--- config.mk ---
export PLATFORM = sky130hd
export DESIGN_NAME = ctsm_ctrl
export DESIGN_NICKNAME = d
export VERILOG_FILES = /design/src/rtl/ctsm_pkg.sv /design/src/rtl/ctsm_ctrl.sv
export SDC_FILE = /design/constraint.sdc
export NUM_CORES = 1
export LEC_CHECK = 0
export BUFFER_PORTS_ARGS = -buffer_cell sky130_fd_sc_hd__buf_4
export CORE_UTILIZATION = 45
export DETAILED_ROUTE_END_ITERATION = 16
export PLACE_DENSITY = 0.92
export SETUP_SLACK_MARGIN = 0.05
export SLEW_MARGIN = 20
export SYNTH_ARGS = -nofsm -noshare
export SYNTH_HDL_FRONTEND = slang
export SYNTH_SLANG_ARGS = --single-unit
--- constraint.sdc ---
create_clock -name clk -period 10.42 [get_ports clk]
set_input_delay 1.563 -clock clk [delete_from_list [all_inputs] [get_ports clk]]
set_output_delay 1.563 -clock clk [all_outputs]
set_load 0.02 [all_outputs]
--- src/rtl/ctsm_pkg.sv ---
// ----------------------------------------------------------------------------
// ctsm_pkg: shared types for the channel table seed merge block
// Input and result payload types, action codes, controller/datapath commands.
// ----------------------------------------------------------------------------
package ctsm_pkg;

	localparam int MAX_ROWS = 32;
	localparam int ROW_AW = (MAX_ROWS > 1) ? $clog2(MAX_ROWS) : 1;
	localparam int ROW_CW = $clog2(MAX_ROWS + 1);
	localparam int CFG_IDX_W = 1;
	localparam int CFG_DATA_W = 20;

	localparam logic [2:0] ACT_LOAD_ROW = 3'd0;
	localparam logic [2:0] ACT_CLR_ROWS = 3'd1;
	localparam logic [2:0] ACT_WRITE = 3'd2;
	localparam logic [2:0] ACT_CLR_TABLES = 3'd3;
	localparam logic [2:0] ACT_SEED = 3'd4;
	localparam logic [2:0] ACT_READ = 3'd5;

	localparam logic [CFG_IDX_W-1:0] REG_WACN = 1'd0;
	localparam logic [CFG_IDX_W-1:0] REG_SYSID = 1'd1;

	localparam logic [1:0] TRUST_SEED = 2'd1;

	typedef struct packed {
		logic [2:0] action;
		logic [3:0] ident;
		logic tdma_table;
		logic [19:0] net_id;
		logic [11:0] sys_id;
		logic site_known;
		logic [1:0] trust_level;
		logic [31:0] freq_base;
		logic [9:0] chan_spacing;
		logic [3:0] chan_kind;
		logic [8:0] tx_offset;
		logic [8:0] bandwidth;
	} in_item_t;

	typedef struct packed {
		logic populated;
		logic [1:0] trust_out;
		logic site_known_out;
		logic [19:0] net_id_out;
		logic [11:0] sys_id_out;
		logic [31:0] freq_base_out;
		logic [9:0] chan_spacing_out;
		logic [3:0] chan_kind_out;
		logic [8:0] tx_offset_out;
		logic [8:0] bandwidth_out;
		logic [1:0] explicit_out;
		logic [5:0] changed_count;
	} out_item_t;

	typedef struct packed {
		logic [31:0] base;
		logic [9:0] spacing;
		logic [3:0] kind;
		logic [8:0] offset;
		logic [8:0] bw;
	} nums_t;

	// commands from controller to datapath
	typedef struct packed {
		logic exec;        // perform the action of the captured item
		logic seed_start;  // reset the seed change counter
		logic row_rd;      // read row at row_idx
		logic [ROW_AW-1:0] row_idx;
		logic eval_local;  // evaluate row read last cycle, local pass
		logic eval_global; // evaluate row read last cycle, global pass
		logic scan_rd;     // read scan row at scan_idx
		logic [ROW_AW-1:0] scan_idx;
		logic scan_eval;   // compare scan row read last cycle
		logic local_commit;// write local row if allowed
		logic emit;        // load result register
	} cmd_t;

	// status from datapath to controller
	typedef struct packed {
		logic [ROW_CW-1:0] row_count;
		logic sys_known;
		logic local_cand;  // evaluated row is a local candidate
		logic need_scan;   // candidate slot populated with a possible global seed
		logic scan_hit;    // global seed found
	} stat_t;

endpackage

--- src/rtl/ctsm_ctrl.sv ---
// ----------------------------------------------------------------------------
// ctsm_ctrl: sequencer for the channel table seed merge block
// Accepts beats, steps the seeding passes, and holds the output valid.
// ----------------------------------------------------------------------------
module ctsm_ctrl (
	input  logic clk,
	input  logic arst_n,
	input  logic in_valid,
	output logic in_ready,
	output logic out_valid,
	input  logic out_ready,
	input  ctsm_pkg::in_item_t in_data,
	output ctsm_pkg::in_item_t item,
	input  ctsm_pkg::stat_t stat,
	output ctsm_pkg::cmd_t cmd
);
	import ctsm_pkg::*;

	typedef enum logic [3:0] {
		ST_IDLE, ST_EXEC, ST_LRD, ST_LEVAL, ST_SRD, ST_SEVAL, ST_SDONE,
		ST_COMMIT, ST_GRD, ST_GEVAL, ST_EMIT, ST_OUT
	} state_t;

	state_t state_q;
	in_item_t item_q;
	logic [ROW_CW-1:0] idx_q, scan_q;
	logic [ROW_CW-1:0] n_rows;
	logic out_busy;

	assign n_rows = stat.row_count;
	assign item = item_q;
	assign out_busy = out_valid && !out_ready;
	assign in_ready = (state_q == ST_IDLE);

	// command decode
	always_comb begin
		cmd = '0;
		cmd.row_idx = idx_q[ROW_AW-1:0];
		cmd.scan_idx = scan_q[ROW_AW-1:0];
		case (state_q)
			ST_EXEC: begin
				cmd.exec = 1'b1;
				cmd.seed_start = 1'b1;
			end
			ST_LRD, ST_GRD: cmd.row_rd = 1'b1;
			ST_LEVAL: cmd.eval_local = 1'b1;
			ST_SRD: cmd.scan_rd = 1'b1;
			ST_SEVAL: cmd.scan_eval = 1'b1;
			ST_COMMIT: cmd.local_commit = 1'b1;
			ST_GEVAL: cmd.eval_global = 1'b1;
			ST_EMIT: cmd.emit = !out_busy;
			default: ;
		endcase
	end

	// state and registered outputs
	always_ff @(posedge clk or negedge arst_n) begin
		if (!arst_n) begin
			state_q <= ST_IDLE;
			out_valid <= 1'b0;
			idx_q <= '0;
			scan_q <= '0;
		end else begin
			if (out_valid && out_ready)
				out_valid <= 1'b0;
			case (state_q)
				ST_IDLE: begin
					if (in_valid && in_ready) begin
						item_q <= in_data;
						state_q <= ST_EXEC;
					end
				end
				ST_EXEC: begin
					idx_q <= '0;
					if (item_q.action != ACT_SEED || n_rows == '0)
						state_q <= ST_EMIT;
					else if (stat.sys_known)
						state_q <= ST_LRD;
					else
						state_q <= ST_GRD;
				end
				ST_LRD: state_q <= ST_LEVAL;
				ST_LEVAL: begin
					scan_q <= '0;
					if (stat.local_cand && stat.need_scan) begin
						state_q <= ST_SRD;
					end else if (idx_q + 1'b1 == n_rows) begin
						idx_q <= '0;
						state_q <= ST_GRD;
					end else begin
						idx_q <= idx_q + 1'b1;
						state_q <= ST_LRD;
					end
				end
				ST_SRD: state_q <= ST_SEVAL;
				ST_SEVAL: begin
					if (scan_q + 1'b1 == n_rows)
						state_q <= ST_SDONE;
					else begin
						scan_q <= scan_q + 1'b1;
						state_q <= ST_SRD;
					end
				end
				// replace only a slot that still holds a global seed
				ST_SDONE: begin
					if (stat.scan_hit)
						state_q <= ST_COMMIT;
					else if (idx_q + 1'b1 == n_rows) begin
						idx_q <= '0;
						state_q <= ST_GRD;
					end else begin
						idx_q <= idx_q + 1'b1;
						state_q <= ST_LRD;
					end
				end
				ST_COMMIT: begin
					if (idx_q + 1'b1 == n_rows) begin
						idx_q <= '0;
						state_q <= ST_GRD;
					end else begin
						idx_q <= idx_q + 1'b1;
						state_q <= ST_LRD;
					end
				end
				ST_GRD: state_q <= ST_GEVAL;
				ST_GEVAL: begin
					if (idx_q + 1'b1 == n_rows)
						state_q <= ST_EMIT;
					else begin
						idx_q <= idx_q + 1'b1;
						state_q <= ST_GRD;
					end
				end
				// wait until the output register is free
				ST_EMIT: begin
					if (!out_busy)
						state_q <= ST_OUT;
				end
				ST_OUT: begin
					if (!out_busy) begin
						out_valid <= 1'b1;
						state_q <= ST_IDLE;
					end
				end
				default: state_q <= ST_IDLE;
			endcase
		end
	end

endmodule

==> flow_summary.toml <==
[placement]
place_congestion = 0.879
io_buffer_count = 248
dp_hpwl_um = 9860

[logic_synthesis]
synth.top_cells.by_area = "edfxtp_1, dfrtp_1, xnor2_1"
syn_avg_cell_area_um2 = 16.6
synthArstFlopShare_pct = 13.7
ys_seq_area_share_pct = 77.6
synth_cell_types = 50
synth_most_common_cell = "edfxtp_1"
yosys_warnings = 0
synth_top_area_share_pct = 68.5
synth_edf_count = 107
synth_flop_cell = "edfxtp_1"
synth_common_cells = "edfxtp_1, dfrtp_1, xnor2_1"
synth_cells = 282
netlist_area_um2 = 4690
synth-seq-cells = 124
yosysTopAreaCell = "edfxtp_1"
syn_nets = 405

[detailed_routing]
wl_per_cell_um = 20.2
drtAntennaViolNets = 0
drt_iter0_markers = 223
drt_wl_total_um = 13700
drc = 0
post_drt_via_cell_ratio = 5.10
vias = 3452
dr.pass1.iters = 4

[die]
fp.coreArea_um2 = 9950
die_h_um = 104
ios = 249
initial_utilization_pct = 47.1
rows = 36
die_w_um = 104
fp.dieArea_um2 = 10800

[pwr]
power.leakage_nw = 3.03
clock_power_share_pct = 35.0
p_seq_share_pct = 42.3
power_density_nw_per_um2 = 216
ir_drop_v = 0.000163
p_int_w = 0.00109
combPwrFrac_pct = 22.7
swShare_pct = 29.6
p_sw_w = 0.000459

[sta]
setup_viol = 0
rsz0062_at_grt = "false"
hold_viol = 0
worst_pin_slew_ns = 0.906
min_period_over_period_pct = 36.5
hold_slack_ns = 0.572
max_freq_mhz = 263
drv_slew = 0
fin_skew_ns = 0.00797
period_needed_ns = 3.81
fin_tns_setup_ns = 0
relSlewSlack_pct = 39.6

[clock_tree]
cts_made_buffers = 17
cts_sinks = 124
cts_resized = 0
postCtsSetupRepairBufs = 0
root_buffer = "clkbuf_8"
ctsHoldBuffers = 0
cts-htree-levels = 4
cts_tree = "done"
clk_pin_slew_ns = 0.05
clkLatencyLatePin_ns = 0.50
clock_path_buffers = 2

[final_layout]
diodes = 0
area_growth_syn_to_layout_pct = 52.6
drive_gt1_share_pct = 52.6
final_nets = 654

[worst_setup_path]
rrSetupSlack_ns = 7.39
crit_path_end_kind = "output port"
critPathTopFamily = "simple AND/OR/NAND/NOR gates"
arrival_ns = 2.24
cp_num_buf_inv = 2
worstSetupPathType = "input pin to output port"
r2r-end = "item[97]"
critPathMaxStageDelay_ns = 0.31
regToRegStartpoint = "state_q[0]"
slowest_stage = "nor2b_1"
cp_cell_sequence = "buf_4 > nor2b_1 > nor4_1 > buf_4"
crit_top_cell = "buf_4"
r2r_cells = 3
cp_max_fo = 6
start_kind = "input pin"
cp_data_required_time_ns = 8.86

[min_path]
hold_path_depth = 1
hold_path_startpoint = "idx_q[5]"
hold_path_end = "idx_q[5]"
hp-class = "flip-flop to flip-flop"

[grt]
grt_antenna_before_repair = 0
grt_pass1_vias = 3670
grt_start_max_net_pins = 74
grt_overflow = 0
grt_pass1_wl_um = 20300
grt_usage_pct = 26.0

[job]
max-cap-violations = 0

[status]
outcome = "finished clean"
## state kept, by name (all words and copies together), names as in the netlist
name / flops
idx_q: 6
item: 107
out_valid: 1
scan_q: 6
state_q: 4
## per-stage QoR
step           power (W)  std cells  worst slack [ns]  util [%]  instance area, um^2
2_1_floorplan   0.000870        282              5.85         -                 4690
3_3_place_gp     0.00100        645              6.66      66.4                 6610
3_5_place_dp     0.00101        645              6.63      66.4                 6610
4_1_cts          0.00156        677              6.62      71.9                 7160
5_1_grt          0.00161        677              6.55      71.9                 7160
6_report         0.00155        677              6.61      71.9                 7160
## power by group through the flow
stage          registers, W  clock network (W)  logic (W)
6_report           0.000655           0.000542   0.000352
4_1_cts            0.000654           0.000551   0.000354
3_3_place_gp       0.000658                  0   0.000342
3_5_place_dp       0.000662                  0   0.000351
5_1_grt            0.000662           0.000573   0.000372
2_1_floorplan      0.000682                  0   0.000188
## logic make-up after synthesis
family / synth area share (%)
AO/OA/AOI/OAI: 6.86
XOR/XNOR: 3.36
adder cells (fa/ha/maj): 0.533
buffers and inverters: 3.33
flip-flops: 77.6
multiplexers: 0.667
AND/OR/NAND/NOR: 7.68
## cell usage in the layout, fill, tap and decap left out, types with 3 or more instances in the layout
cell	n
a21o_1	3
a21oi_1	5
a22o_1	3
and2_1	3
and3_1	3
buf_4	249
clkbuf_16	16
clkinv_1	6
clkinvlp_4	4
dfrtp_1	17
edfxtp_1	107
inv_1	10
nand2_1	12
nand2b_1	4
nand3_1	7
nor2_1	11
nor2b_1	6
nor3_1	5
nor4_1	3
o21ai_0	10
xnor2_1	13
xor2_1	5
## layout make-up
cell class                      instances  area, um^2
Timing Repair Buffer                  249        1870
Clock buffer                           17         414
Sequential cell                       124        3640
Tap cell                              133         166
Clock inverter                         15         131
Fill cell                             598        2800
Inverter                               10        37.5
Multi-Input combinational cell        129         901
## worst reg2reg max path, delay by kind of cell (launching register included)
family | cells | cell delay [ns]
flip-flops | 1 | 0.53
buffers and inverters | 1 | 0.78
AND/OR/NAND/NOR | 2 | 1.29
## worst max-delay path by stage
stage,start,end,slack [ns],cells past startpoint
after detailed placement,out_ready,cmd[0],6.63,4
after global routing,out_ready,cmd[0],6.55,4
after global placement,out_ready,cmd[0],6.66,4
final,out_ready,cmd[0],6.61,4
after CTS,out_ready,cmd[0],6.62,4
after floorplan,in_valid,item[0],5.85,1
## metal layers
layer  vias up  track usage [%]  part of all wire, %
met1      1702             26.6                   35
li1       1548                -                    -
met4         0             9.59                  2.6
met3        22             10.3                  6.8
met2       180             47.6                   55
met5         -                0                    0
Power figures use the tool's default switching activity.
